===== src/hw/rtl/mfp_pkg.sv =====
// shared types, character codes and helpers for the meter frame parser
package mfp_pkg;

   // frame characters
   localparam logic [7:0] CH_STX    = 8'h02;
   localparam logic [7:0] CH_ETX    = 8'h03;
   localparam logic [7:0] CH_CMD    = 8'h35;
   localparam logic [7:0] CH_BOARD  = 8'h38;
   localparam logic [7:0] CH_SETTLE = 8'h30;
   localparam logic [7:0] CH_ZERO   = 8'h30;

   // reset value of the payload pair limit
   localparam logic [7:0] MAX_PAIRS_RESET = 8'd25;

   // result kinds
   typedef enum logic [1:0] {
      KIND_PAYLOAD = 2'd0,
      KIND_ACCEPT  = 2'd1,
      KIND_REJECT  = 2'd2,
      KIND_BOARD   = 2'd3
   } kind_type;

   // one result beat
   typedef struct packed {
      kind_type    kind;
      logic [7:0]  payload_data;
      logic [8:0]  payload_count;
   } result_type;

   // hex character to nibble, bit 4 set when not a hex digit
   function automatic logic [4:0] hex_value(input logic [7:0] c);
      logic [4:0] v;
      v = 5'h10;
      if (c >= 8'h30 && c <= 8'h39) begin
         v = {1'b0, c[3:0]};
      end else if ((c >= 8'h41 && c <= 8'h46) || (c >= 8'h61 && c <= 8'h66)) begin
         v = {1'b0, c[3:0] + 4'd9};
      end
      return v;
   endfunction

endpackage


===== src/hw/rtl/mfp_in_stage.sv =====
// input register stage for received bytes
module mfp_in_stage
   import mfp_pkg::*;
(
   input  logic       clock,
   input  logic       reset,
   input  logic       req_tvalid,
   output logic       req_tready,
   input  logic [7:0] req_tdata,
   input  logic       take,
   output logic       byte_valid,
   output logic [7:0] byte_data
);

   logic       valid_ff;
   logic       valid_in;
   logic [7:0] data_ff;
   logic [7:0] data_in;

   // register is free when empty or drained this cycle
   assign req_tready = !valid_ff || take;

   // next beat load
   always_comb begin
      valid_in = valid_ff;
      data_in  = data_ff;
      if (req_tready) begin
         valid_in = req_tvalid;
         data_in  = req_tdata;
      end
   end

   always_ff @(posedge clock) begin
      if (reset) begin
         valid_ff <= 1'b0;
      end else begin
         valid_ff <= valid_in;
      end
      data_ff <= data_in;
   end

   assign byte_valid = valid_ff;
   assign byte_data  = data_ff;

endmodule


===== src/hw/rtl/mfp_parser.sv =====
// frame parse state and per-byte update logic
module mfp_parser
   import mfp_pkg::*;
(
   input  logic       clock,
   input  logic       reset,
   input  logic       step,
   input  logic [7:0] rx_byte,
   input  logic [7:0] max_pairs,
   output logic       res_valid,
   output result_type res
);

   typedef enum logic [3:0] {
      PH_IDLE, PH_STX, PH_CMD, PH_ST1, PH_ST2, PH_ETX,
      PH_CKH, PH_CKL, PH_CNTH, PH_CNTL, PH_PAY
   } phase_type;

   phase_type  phase_ff, phase_in;
   logic       settle_ff, settle_in;
   logic [7:0] sum_ff, sum_in;
   logic [8:0] left_ff, left_in;
   logic [8:0] total_ff, total_in;
   logic [3:0] nib_ff, nib_in;
   logic       zok_ff, zok_in;

   logic [4:0] hex;
   logic [7:0] pair;
   logic [7:0] sum_add;
   logic       fail;
   logic       idle;

   assign hex     = hex_value(rx_byte);
   assign pair    = {nib_ff, hex[3:0]};
   assign sum_add = sum_ff + rx_byte;

   // next parse state and result for the byte in the input register
   always_comb begin
      phase_in  = phase_ff;
      settle_in = settle_ff;
      sum_in    = sum_ff;
      left_in   = left_ff;
      total_in  = total_ff;
      nib_in    = nib_ff;
      zok_in    = zok_ff;
      res_valid = 1'b0;
      res       = '0;
      fail      = 1'b0;
      idle      = 1'b0;

      if (rx_byte == CH_STX) begin
         // restart, closing an open settlement frame
         if (settle_ff) begin
            res_valid         = 1'b1;
            res.kind          = KIND_REJECT;
            res.payload_count = total_ff;
         end
         idle = 1'b1;
      end else begin
         case (phase_ff)
            PH_STX: begin
               if (rx_byte == CH_CMD) begin
                  sum_in   = rx_byte;
                  phase_in = PH_CMD;
               end else begin
                  idle = 1'b1;
               end
            end
            PH_CMD: begin
               if (rx_byte == CH_BOARD) begin
                  sum_in   = sum_add;
                  phase_in = PH_ST1;
               end else if (rx_byte == CH_SETTLE) begin
                  sum_in    = sum_add;
                  settle_in = 1'b1;
                  phase_in  = PH_CNTH;
               end else begin
                  idle = 1'b1;
               end
            end
            PH_ST1: begin
               sum_in   = sum_add;
               zok_in   = (rx_byte == CH_ZERO);
               phase_in = PH_ST2;
            end
            PH_ST2: begin
               sum_in   = sum_add;
               zok_in   = zok_ff && (rx_byte == CH_ZERO);
               phase_in = PH_ETX;
            end
            PH_CNTH: begin
               if (hex[4]) begin
                  fail = 1'b1;
               end else begin
                  nib_in   = hex[3:0];
                  sum_in   = sum_add;
                  phase_in = PH_CNTL;
               end
            end
            PH_CNTL: begin
               if (hex[4] || pair > max_pairs) begin
                  fail = 1'b1;
               end else begin
                  sum_in   = sum_add;
                  left_in  = {pair, 1'b0};
                  total_in = '0;
                  phase_in = (pair == 8'd0) ? PH_ETX : PH_PAY;
               end
            end
            PH_PAY: begin
               sum_in           = sum_add;
               total_in         = total_ff + 9'd1;
               left_in          = left_ff - 9'd1;
               if (left_ff == 9'd1) begin
                  phase_in = PH_ETX;
               end
               res_valid        = 1'b1;
               res.kind         = KIND_PAYLOAD;
               res.payload_data = rx_byte;
            end
            PH_ETX: begin
               if (rx_byte != CH_ETX) begin
                  fail = 1'b1;
               end else begin
                  phase_in = PH_CKH;
               end
            end
            PH_CKH: begin
               if (hex[4]) begin
                  fail = 1'b1;
               end else begin
                  nib_in   = hex[3:0];
                  phase_in = PH_CKL;
               end
            end
            PH_CKL: begin
               if (hex[4]) begin
                  fail = 1'b1;
               end else begin
                  if (settle_ff) begin
                     res_valid         = 1'b1;
                     res.kind          = (pair == sum_ff) ? KIND_ACCEPT : KIND_REJECT;
                     res.payload_count = total_ff;
                  end else if (pair == sum_ff && zok_ff) begin
                     res_valid = 1'b1;
                     res.kind  = KIND_BOARD;
                  end
                  idle = 1'b1;
               end
            end
            default: begin
               idle = 1'b1;
            end
         endcase

         // fault closes the frame, rejecting a settlement
         if (fail) begin
            if (settle_ff) begin
               res_valid         = 1'b1;
               res.kind          = KIND_REJECT;
               res.payload_count = total_ff;
            end
            idle = 1'b1;
         end
      end

      // clear frame state
      if (idle) begin
         phase_in  = (rx_byte == CH_STX) ? PH_STX : PH_IDLE;
         settle_in = 1'b0;
         sum_in    = '0;
         left_in   = '0;
         total_in  = '0;
         nib_in    = '0;
         zok_in    = 1'b0;
      end
   end

   always_ff @(posedge clock) begin
      if (reset) begin
         phase_ff  <= PH_IDLE;
         settle_ff <= 1'b0;
         sum_ff    <= '0;
         left_ff   <= '0;
         total_ff  <= '0;
         nib_ff    <= '0;
         zok_ff    <= 1'b0;
      end else if (step) begin
         phase_ff  <= phase_in;
         settle_ff <= settle_in;
         sum_ff    <= sum_in;
         left_ff   <= left_in;
         total_ff  <= total_in;
         nib_ff    <= nib_in;
         zok_ff    <= zok_in;
      end
   end

endmodule


===== src/hw/rtl/mfp_out_stage.sv =====
// result register stage
module mfp_out_stage
   import mfp_pkg::*;
(
   input  logic        clock,
   input  logic        reset,
   input  logic        step,
   input  logic        res_valid,
   input  result_type  res,
   output logic        room,
   output logic        rsp_tvalid,
   input  logic        rsp_tready,
   output logic [23:0] rsp_tdata,
   output logic [1:0]  rsp_tuser
);

   logic       valid_ff;
   logic       valid_in;
   result_type res_ff;
   result_type res_in;

   // free when empty or the held beat leaves this cycle
   assign room = !valid_ff || rsp_tready;

   // load on every processed byte, valid only when it gave a result
   always_comb begin
      valid_in = valid_ff && !rsp_tready;
      res_in   = res_ff;
      if (step) begin
         valid_in = res_valid;
         res_in   = res;
      end
   end

   always_ff @(posedge clock) begin
      if (reset) begin
         valid_ff <= 1'b0;
      end else begin
         valid_ff <= valid_in;
      end
      res_ff <= res_in;
   end

   assign rsp_tvalid = valid_ff;
   assign rsp_tdata  = {7'd0, res_ff.payload_count, res_ff.payload_data};
   assign rsp_tuser  = res_ff.kind;

endmodule


===== src/hw/rtl/meter_frame_parser.sv =====
// top level: input register, frame parser, result register
// a result beat is registered in the result register when the parser takes its byte from the input register
// throughput: one byte per cycle while the result register has room, set by the single-pass parse update
// a stalled result register holds the parser and then the input register
// reset: synchronous active high; parser idle, both stages empty, limit 25
module meter_frame_parser
   import mfp_pkg::*;
(
   input  logic        clock,
   input  logic        reset,
   input  logic        req_tvalid,
   output logic        req_tready,
   input  logic [7:0]  req_tdata,   // [7:0] rx_byte
   output logic        rsp_tvalid,
   input  logic        rsp_tready,
   output logic [23:0] rsp_tdata,   // [7:0] payload_data, [16:8] payload_count, rest zero
   output logic [1:0]  rsp_tuser,   // [1:0] kind
   input  logic        csr_valid,
   output logic        csr_ready,
   input  logic [7:0]  csr_data     // [7:0] max_payload_pairs
);

   logic       byte_valid;
   logic [7:0] byte_data;
   logic       room;
   logic       step;
   logic       res_valid;
   result_type res;
   logic [7:0] max_pairs_ff;

   // pair limit register
   assign csr_ready = 1'b1;
   always_ff @(posedge clock) begin
      if (reset) begin
         max_pairs_ff <= MAX_PAIRS_RESET;
      end else if (csr_valid) begin
         max_pairs_ff <= csr_data;
      end
   end

   // byte moves through the parser when the result stage has room
   assign step = byte_valid && room;

   mfp_in_stage u_in (
      .clock      (clock),
      .reset      (reset),
      .req_tvalid (req_tvalid),
      .req_tready (req_tready),
      .req_tdata  (req_tdata),
      .take       (step),
      .byte_valid (byte_valid),
      .byte_data  (byte_data)
   );

   mfp_parser u_parse (
      .clock     (clock),
      .reset     (reset),
      .step      (step),
      .rx_byte   (byte_data),
      .max_pairs (max_pairs_ff),
      .res_valid (res_valid),
      .res       (res)
   );

   mfp_out_stage u_out (
      .clock      (clock),
      .reset      (reset),
      .step       (step),
      .res_valid  (res_valid),
      .res        (res),
      .room       (room),
      .rsp_tvalid (rsp_tvalid),
      .rsp_tready (rsp_tready),
      .rsp_tdata  (rsp_tdata),
      .rsp_tuser  (rsp_tuser)
   );

endmodule

===== config.mk =====
export PLATFORM = sky130hd
export DESIGN_NAME = meter_frame_parser
export DESIGN_NICKNAME = d
export VERILOG_FILES = /design/src/hw/rtl/mfp_pkg.sv /design/src/hw/rtl/mfp_in_stage.sv /design/src/hw/rtl/mfp_parser.sv /design/src/hw/rtl/mfp_out_stage.sv /design/src/hw/rtl/meter_frame_parser.sv
export SDC_FILE = /design/constraint.sdc
export NUM_CORES = 1
export LEC_CHECK = 0
export ABC_AREA = 1
export BUFFER_PORTS_ARGS = -buffer_cell sky130_fd_sc_hd__buf_2
export CORE_ASPECT_RATIO = 1.4
export CORE_MARGIN = 2
export CORE_UTILIZATION = 46
export DETAILED_ROUTE_END_ITERATION = 8
export PLACE_DENSITY = 0.65
export SLEW_MARGIN = 10
export SYNTH_ARGS = -nofsm -noshare
export SYNTH_HDL_FRONTEND = slang
export SYNTH_SLANG_ARGS = --single-unit

===== constraint.sdc =====
create_clock -name clock -period 4.8 [get_ports clock]
set_input_delay 0.96 -clock clock [delete_from_list [all_inputs] [get_ports clock]]
set_output_delay 0.96 -clock clock [all_outputs]
set_load 0.02 [all_outputs]

### After elaboration in Yosys (flattened, before gate mapping)

Cells that the tools add are included.

| storage, ports and cells | value |
|---|---|
| bits in registers | 73 |
| bits in latches | 0 |
| RAM bits | 0 |
| memory bits (read-only) | 0 |
| bits of input ports | 21 |
| output and inout port bits | 29 |
| word-level logic and storage cells | 165 |
| memories | 0 |

| operators by class | value |
|---|---|
| add/sub/neg operators | 4 |
| $mul | 0 |
| divide/modulo/power cells | 0 |
| magnitude comparators | 7 |
| equality and inequality tests | 27 |
| shift-type cells | 0 |
| mux-type cells | 79 |
| bitwise operators | 1 |
| reduce and logical (&&, ||, !) cells | 33 |

Operator list:

| kind | number |
|---|---|
| 2-to-1 mux 9 bit | 12 |
| 2-to-1 mux 4 bit | 15 |
| 2-to-1 mux 8 bit | 7 |
| one-hot mux 8 bit (5 select lines) | 1 |
| one-hot mux 4 bit (9 select lines) | 1 |
| one-hot mux 9 bit (2 select lines) | 2 |
| 2-to-1 mux 1 bit | 26 |
| equality test 8 x 6 -> 1 bit (second input constant) | 3 |
| 2-to-1 mux 2 bit | 9 |
| equality test 4 x 3 -> 1 bit (second input constant) | 4 |
| >= comparator 8 x 7 -> 1 bit (second input constant) | 2 |
| <= comparator 8 x 7 -> 1 bit (second input constant) | 2 |
| equality test 4 bit (second input constant) | 3 |
| 2-to-1 mux 5 bit | 2 |
| AND reduction 10 bit | 1 |
| nonzero test 10 bit | 1 |
| adder 9 x 1 -> 9 bit (second input constant) | 1 |
| equality test 9 x 1 -> 1 bit (second input constant) | 1 |
| subtractor 9 x 1 -> 9 bit (second input constant) | 1 |
| adder 8 bit | 1 |
| equality test 4 x 2 -> 1 bit (second input constant) | 2 |
| equality test 8 x 2 -> 1 bit (second input constant) | 1 |
| equality test 8 bit | 1 |
| >= comparator 8 x 6 -> 1 bit (second input constant) | 1 |
| 29 further kinds | 51 |

### Longest topological paths before layout

Gate-level depths: netlist (run 1).

| depth | value |
|---|---|
| word-level depth | 15 |
| depth in mapped cells | 25 |

### Hierarchy

A second synthesis (run 1) with hierarchy kept.

| unflattened totals | value |
|---|---|
| cell total of the unflattened synthesis | 700 |
| area total of the unflattened synthesis | 4782.1 sq um |

By module, submodules not included:

| module | times used | cells each | area an instance (sq um) |
|---|---|---|---|
| mfp_parser | 1 | 602 | 3492.1 |
| mfp_out_stage | 1 | 36 | 678.2 |
| meter_frame_parser | 1 | 49 | 329.1 |
| mfp_in_stage | 1 | 13 | 282.8 |

### Least setup slack after synthesis (run 1)

OpenSTA, ideal clock, no wires.

| timing | value |
|---|---|
| path type | register to register |
| start point | register u_in.data_ff[1] (netlist: u_in.byte_data[1]) |
| end point | register u_parse.left_ff[2] |
| library setup time | 0.132 ns |
| arrival | 2.980 ns |
| setup slack | 1.687 ns |
| stages on the path, launching flop included | 23 |
| buffers on the path | 1 |
| cells stage by stage | edfxtp_1 inv_1 ha_1 inv_1 nand3_1 nand3_1 o21ai_0 nand2_1 inv_1 ha_1 nand2_1 inv_1 o21ai_0 nand2_1 a21oi_1 o21ai_2 a21oi_2 nand3_4 o21ai_4 inv_2 buf_6 nand3_1 a21oi_1 |

| on the way | value |
|---|---|
| word-level cells in the longest chain between the ends | 14 |
| elaborated cells between the ends (all ways) | 40 |
| those cells by class | add/sub: 1; order compare: 7; eq/ne: 7; mux: 18; reduce/logical: 7 |

RTL lines:

| item | line | text |
|---|---|---|
| start, declared | mfp_in_stage.sv:17 | `logic [7:0] data_ff;` |
| start signal, assigned | mfp_in_stage.sv:39 | `data_ff <= data_in;` |
| >= comparator 8 x 7 -> 1 bit / <= comparator 8 x 7 -> 1 bit (equally long branches) | mfp_pkg.sv:36 | `end else if ((c >= 8'h41 && c <= 8'h46) \|\| (c >= 8'h61 && c <= 8'h66)) begin` |
| logical AND 1 bit | mfp_pkg.sv:36 |  |
| logical OR 1 bit | mfp_pkg.sv:36 |  |
| 2-to-1 mux 5 bit | mfp_pkg.sv:36 |  |
| 2-to-1 mux 5 bit | mfp_pkg.sv:34 | `if (c >= 8'h30 && c <= 8'h39) begin` |
| > comparator 8 bit | mfp_parser.sv:101 | `if (hex[4] \|\| pair > max_pairs) begin` |
| logical OR 1 bit | mfp_parser.sv:101 |  |
| 2-to-1 mux 1 bit | mfp_parser.sv:101 |  |
| one-hot mux 1 bit (3 select lines) | mfp_parser.sv:60 | `case (phase_ff)` |
| 2-to-1 mux 1 bit | mfp_parser.sv:51 | `if (rx_byte == CH_STX) begin` |
| 2-to-1 mux 1 bit | mfp_parser.sv:157 | `if (fail) begin` |
| 2-to-1 mux 1 bit | mfp_parser.sv:51 |  |
| != test 3 x 2 -> 1 bit (no line), or another cell as far along | -- |  |
| AND reduction 4 bit (no line) | -- |  |
| end signal, assigned | mfp_parser.sv:192 | `left_ff <= left_in;` |
| end, declared | mfp_parser.sv:22 | `logic [8:0] left_ff, left_in;` |

Parallel ways exist; a longest one is shown, timed or not. The select of a mux whose other input is x is not followed.
A chain may end at the register's enable or synchronous reset.

### Worst setup path after layout (run 1)

| timing | value |
|---|---|
| start point | register u_in.data_ff[1] (netlist: u_in.byte_data[1]) |
| end point | register u_parse.total_ff[8] |

| on the way | value |
|---|---|
| word-level cells in the longest chain between the ends | 14 |
| elaborated cells between the ends (all ways) | 37 |
| those cells by class | add/sub: 1; order compare: 7; eq/ne: 7; mux: 15; reduce/logical: 7 |

RTL lines:

| item | line | text |
|---|---|---|
| >= comparator 8 x 7 -> 1 bit / <= comparator 8 x 7 -> 1 bit (equally long branches) | mfp_pkg.sv:36 |  |
| logical AND 1 bit | mfp_pkg.sv:36 |  |
| logical OR 1 bit | mfp_pkg.sv:36 |  |
| 2-to-1 mux 5 bit | mfp_pkg.sv:36 |  |
| 2-to-1 mux 5 bit | mfp_pkg.sv:34 |  |
| > comparator 8 bit | mfp_parser.sv:101 |  |
| logical OR 1 bit | mfp_parser.sv:101 |  |
| 2-to-1 mux 1 bit | mfp_parser.sv:101 |  |
| one-hot mux 1 bit (3 select lines) | mfp_parser.sv:60 |  |
| 2-to-1 mux 1 bit | mfp_parser.sv:51 |  |
| 2-to-1 mux 1 bit | mfp_parser.sv:157 |  |
| 2-to-1 mux 1 bit | mfp_parser.sv:51 |  |
| != test 3 x 2 -> 1 bit (no line), or another cell as far along | -- |  |
| AND reduction 4 bit (no line) | -- |  |
| end signal, assigned | mfp_parser.sv:193 | `total_ff <= total_in;` |
| end, declared | mfp_parser.sv:23 | `logic [8:0] total_ff, total_in;` |

Parallel ways exist; a longest one is shown, timed or not. The select of a mux whose other input is x is not followed.

==> impl_metrics.ini, run 1 <==
[status]
status = complete, no violations

[route]
vias = 3987
drc = 0
vias_per_cell = 5.267
detail_route.iter0.violations = 162
ant_nets = 0
finalWirelength_um = 10640
dr.pass1.iters = 4
wl_per_cell_um = 14.05

[setup_path]
cp_num_buf_inv = 5
crit_path_max_fanout = 22
crit_type = reg -> reg
worstRegToRegCells = 21
r2r-end = u_parse.total_ff[8]
cp-endpoint = u_parse.total_ff[8]
arrival_ns = 4.28
max_stage_delay_ns = 0.51
worstSetupStartpoint = u_in.byte_data[1]
cp_slowest_cell = edfxtp_1
cp.required_ns = 5.03
cpMostUsedCell = inv_1
cp-start-kind = register
crit_family = compound AO/OA/AOI/OAI gates
reg2reg_slack_ns = 0.75
critical_path_depth = 21
crit_chain = inv_1 -> ha_1 -> inv_1 -> nand3_1 -> nand3_1 -> o21ai_0 -> nand2_1 -> inv_1 -> ha_1 -> nand2_1 -> inv_1 -> o21ai_0 -> nand2_1 -> a21oi_1 -> o21ai_2 -> a21oi_2 -> nand3_4 -> o21ai_4 -> inv_2 -> o21ai_0 -> nor2_1
end_kind = register
r2r-start = u_in.byte_data[1]

[logic_synthesis]
synth.ff_latch_count = 73
synth.avg_cell_area_um2 = 7.277
netlist_instances = 603
yosysWarnings = 0
synth.area.top_cells = dfxtp_1, edfxtp_1, nand2_1
synth_top_cell_area_share_pct = 20.99
synth_cell_type_count = 40
synth_top_flop_cell = dfxtp_1
yosysSeqAreaShare_pct = 39.46
synth_edf_count = 27
netlist_area_mm2 = 0.004388
yosysTopAreaCell = dfxtp_1
async_flop_share_pct = 0

[die]
start_util_pct = 46.91
die_area_mm2 = 0.01035
num_rows = 42
core_mm2 = 0.009354
die_y_um = 119.6
chipWidth_um = 86.55
ios = 50

[power_and_ir_drop]
p_leak_nw = 2.207
peakVddDrop_mv = 0.1826
power_density_mw_per_mm2 = 320.4
total_power_mw = 1.578

[clock_tree]
cts_buffers = 9
clk_pin_slew_ns = 0.06
htree_levels = 3
clk_latency_ns = 0.34
hold_buffers = 0
post_cts_buffers = 0
cts_tree = built
clock_sinks = 73
clock_path_buffers = 2
ctsRootBufferMaster = clkbuf_16
post_cts_resized = 0

[place]
place_congestion = 0.9360
placed_cell_area_mm2 = 0.004627
numPortBuffers = 41
place_hpwl_um = 8268

[timing]
fin_crit_ns = 4.053
setup-tns-final_ns = 0
worst_slew_pin_slew_ns = 0.7176
hold_viol = 0
fin_crit_sh_pct = 84.44
rsz0062_at_grt = no
setup_viol = 0
relSlewSlack_pct = 51.87
finClkSkew_ns = 0.006231
max_clock_freq_mhz = 246.7
slew_viol_final = 0

[global_routing]
grt_overflow = 0
antenna_found_initial = 0
grt_usage_pct = 22.01
grt_max_degree = 24
grt_pass1_vias = 3924
grt_pass1_wl_um = 17800

[run]
drv_cap = 0

[final_layout]
fillCellCount = 935
n_antenna_cell = 0
nNetsFinal = 686
seqCellArea_mm2 = 0.001732
final_design_area_no_fill_mm2 = 0.004923
area_delta_synth_final_pct = 12.20
final_common_cell = nand2_1
drive_above_1_share_pct = 12.67
most-common-layout-cells = nand2_1, nor2_1, inv_1, a21oi_1, dfxtp_1
multiInputGateArea_mm2 = 0.002260

[worst_hold_path]
hold_depth = 2
hold_class = reg -> reg
min_from = max_pairs_ff[6]
power breakdown:
| part | total (mW) | switching [mW] | internal, mW |
|---|---|---|---|
| clock network | 0.666 | 0.266 | 0.401 |
| registers | 0.687 | 0.0200 | 0.667 |
| logic | 0.225 | 0.153 | 0.0721 |
| total | 1.58 | 0.438 | 1.14 |
layer usage:
metal | vias up | global-route usage, % | part of all wire (%)
met5 | - | 0 | 0
met4 | 0 | 11.91 | 4.3
met3 | 32 | 4.264 | 3.3
met2 | 92 | 39.13 | 53
met1 | 1823 | 24.04 | 40
li1 | 2040 | - | -
kinds of logic after synthesis:
group / count (synthesis) / share of synthesized area [%]
adder cells (fa/ha/maj): 23 / 6.729
AO/OA/AOI/OAI: 117 / 14.49
AND/OR/NAND/NOR: 279 / 26.80
flip-flops: 73 / 39.46
buffers and inverters: 95 / 9.552
XOR/XNOR: 14 / 2.794
other: 2 / 0.1712
metrics by stage:
| stage | utilization, % | setup slack (ns) | hold WS, ns | instances |
|---|---|---|---|---|
| 2_1_floorplan | - | 1.687 | 0.4351 | 609 |
| 3_3_place_gp | 49.46 | 0.9430 | 0.4631 | 741 |
| 3_5_place_dp | 49.46 | 0.8080 | 0.4626 | 741 |
| 4_1_cts | 52.64 | 0.7510 | 0.4727 | 757 |
| 5_1_grt | 52.64 | 0.3093 | 0.4922 | 757 |
| 6_report | 52.64 | 0.7469 | 0.4679 | 757 |
worst min-delay path by stage:
stage / endpoint / slack, ns
after global placement: u_out.rsp_tvalid / 0.46
after global routing: u_parse.total_ff[2] / 0.49
after detailed placement: max_pairs_ff[6] / 0.46
final: max_pairs_ff[6] / 0.47
after floorplan: max_pairs_ff[7] / 0.44
after CTS: max_pairs_ff[6] / 0.47
synth_stat cells (2+ instances only):
| library cell | number |
|---|---|
| a21oi_1 | 68 |
| nand4_1 | 5 |
| xnor2_1 | 8 |
| o21ai_0 | 31 |
| nand2_2 | 4 |
| dfxtp_1 | 46 |
| nand2_1 | 115 |
| edfxtp_1 | 27 |
| nor2_2 | 4 |
| inv_2 | 6 |
| inv_1 | 68 |
| nor3_1 | 6 |
| clkbuf_1 | 7 |
| ha_1 | 22 |
| or2_2 | 2 |
| nand3_1 | 42 |
| nor2_1 | 95 |
| o21ai_1 | 5 |
| a31oi_1 | 2 |
| a21oi_2 | 2 |
| nor4_1 | 2 |
| xor2_1 | 6 |
| buf_2 | 2 |
| buf_6 | 4 |
| buf_4 | 8 |
| conb_1 | 2 |
worst min-delay path: stages, from the launching register on:
cell and delay [ns]:
dfxtp_1 0.29, inv_1 0.06, a21oi_1 0.06
state kept, by name, indices dropped and copies added, names as in the netlist, 2 cells and up:
signal	cells
u_out.rsp_tuser	2
u_parse.left_ff	9
u_parse.sum_ff	8
u_parse.total_ff	9
max_pairs_ff	8
u_in.byte_data	8
u_parse.nib_ff	4
u_parse.phase_ff	4
u_out.rsp_tdata	17
area by class of cell:
type / instances / share of cell area, %
clock inverter: 7 / 1.449
tap: 110 / 2.795
multi-input combinational: 441 / 45.90
sequential: 73 / 35.17
inverter: 74 / 5.642
clock buffer: 9 / 4.574
timing repair buffer: 43 / 4.473
Note: power is estimated with default switching activity, not from simulation.
==> run 2: changes to the inputs <==
- clock period: 4.8 -> 3.76 ns (I/O delays scaled with it)
==> run 2 against run 1 <==
Net effect: total power grew 32%; critical path depth up 1; clock skew grew 0.0033 ns; highest routed layer unchanged.
==> impl_metrics.ini, run 2 (synthesis gave the netlist of run 1 again) <==
[status]
status = complete, no violations

[global_routing]
grt_usage_pct = 21.32
grt_pass1_wl_um = 17330
grt_overflow = 0
grt_max_degree = 24
antenna_found_initial = 0
grt_pass1_vias = 3862

[setup_path]
end_kind = register
cpMostUsedCell = nand2_1
cp.required_ns = 3.96
r2r-end = u_parse.total_ff[1]
r2r-start = u_in.byte_data[0]
worstRegToRegCells = 22
max_stage_delay_ns = 0.39
crit_path_max_fanout = 15
cp-start-kind = register
cp_slowest_cell = edfxtp_1
crit_type = reg -> reg
reg2reg_slack_ns = 0.37
arrival_ns = 3.59
crit_chain = buf_4 -> ha_1 -> inv_1 -> nand3_1 -> nand3_1 -> o21ai_1 -> nand2_1 -> inv_1 -> ha_1 -> nand2_1 -> inv_1 -> o21ai_0 -> nand2_1 -> a21oi_1 -> o21ai_2 -> a21oi_4 -> nand3_4 -> o21ai_4 -> buf_6 -> nand2_1 -> o21ai_0 -> nor2_1

[final_layout]
largest_register_ffs = 17
final_design_area_no_fill_mm2 = 0.005062
nNetsFinal = 700
drive_above_1_share_pct = 14.52
fin_util_pct = 54.12
most-common-layout-cells = nand2_1, nor2_1, a21oi_1, inv_1, dfxtp_1
seqCellArea_mm2 = 0.001732
final_common_cell = nand2_1
area_delta_synth_final_pct = 15.37
fillCellCount = 931
n_antenna_cell = 0
multiInputGateArea_mm2 = 0.002267

[timing]
slew_viol_final = 0
max_clock_freq_mhz = 295.1
finClkSkew_ns = 0.009484
hold_viol = 0
relSlewSlack_pct = 62.96
worst_slew_pin_slew_ns = 0.5550
final.setup.worst_slack_ns = 0.3709
setup-tns-final_ns = 0
fin_crit_sh_pct = 90.13
setup_viol = 0
fin_crit_ns = 3.389

[power_and_ir_drop]
p_leak_nw = 2.292
combPwrFrac_pct = 15.0
peakVddDrop_mv = 0.2384
power_density_mw_per_mm2 = 410.6
pwr-share-clk_pct = 43.0
seq_power_share_pct = 42.0
total_power_mw = 2.079
switching_power_mw = 0.5500
switching_share_pct = 26.46
internal_power_mw = 1.529

[place]
numPortBuffers = 41
place_hpwl_um = 8352
place_congestion = 0.8947
dpl_worst_slack_ns = 0.1711
placed_cell_area_mm2 = 0.004710

[clock_tree]
hold_buffers = 0
htree_levels = 3
clock_sinks = 73
clk_latency_ns = 0.34
cts_tree = built
clk_pin_slew_ns = 0.06
ctsRootBufferMaster = clkbuf_16
cts_buffers = 9
clock_path_buffers = 2

[route]
ant_nets = 0
drc = 0
finalWirelength_um = 10570
wl_per_cell_um = 13.71
vias = 4025
detail_route.iter0.violations = 170
dr.pass1.iters = 5
vias_per_cell = 5.220

[worst_hold_path]
min_to = max_pairs_ff[7]
min_from = max_pairs_ff[7]
hold_depth = 2
hold_class = reg -> reg

[die]
die_area_mm2 = 0.01035
core_mm2 = 0.009354
die_y_um = 119.6
chipWidth_um = 86.55
start_util_pct = 46.91
ios = 50
num_rows = 42

[run]
drv_cap = 0
[run 2: cell type report]
cell class / count / share of cell area [%]
tap: 110 / 2.719
inverter: 74 / 5.536
clock inverter: 4 / 0.9639
multi-input combinational: 441 / 44.78
clock buffer: 12 / 5.289
timing repair buffer: 57 / 6.500
sequential: 73 / 34.21
[run 2: what timing repair did]
item | CTS | global route
endpoints found under the setup margin | 0 | 34
resized for setup | 0 | 6
setup buffers | 0 | 3
[run 2: stage by stage]
stage / std cells / hold WS (ns)
2_1_floorplan: 609 / 0.4351
3_3_place_gp: 752 / 0.4614
3_5_place_dp: 752 / 0.4618
4_1_cts: 768 / 0.4700
5_1_grt: 771 / 0.4870
6_report: 771 / 0.4653
[run 2: metal layers]
layer	share of wire (%)	wire [um]	vias up	GRT usage (%)
li1	-	-	2068	-
met1	40	4235	1826	23.08
met2	53	5632	106	39.33
met3	3.7	396	25	3.989
met4	2.9	303	0	9.375
met5	0	0	-	0
[run 2: worst max path at each step]
stage	startpoint	endpoint	slack [ns]	depth (start not counted)
after CTS	u_in.byte_data[0]	u_parse.total_ff[1]	0.16	21
after global placement	u_in.byte_data[0]	u_parse.left_ff[5]	0.33	23
after floorplan	u_in.byte_data[1]	u_parse.left_ff[2]	0.65	22
after detailed placement	u_in.byte_data[0]	u_parse.total_ff[1]	0.17	21
after global routing	u_in.byte_data[1]	u_parse.total_ff[1]	-0.0009	22
final	u_in.byte_data[0]	u_parse.total_ff[1]	0.37	22
[run 2: critical path: cells and delay by family (launching register included)]
family	cells	cell delay [ns]
AOI/OAI and AO/OA	7	0.99
adders and majority gates	2	0.48
buffers and inverters	5	0.56
DFF	1	0.39
and+or+nand+nor	8	0.83
[run 2: power by group through the flow]
stage	clock network [mW]	logic (mW)	registers, mW
3_5_place_dp	0	0.303	0.891
5_1_grt	0.937	0.351	0.878
3_3_place_gp	0	0.299	0.890
4_1_cts	0.910	0.305	0.874
6_report	0.894	0.311	0.874
2_1_floorplan	0	0.222	0.895
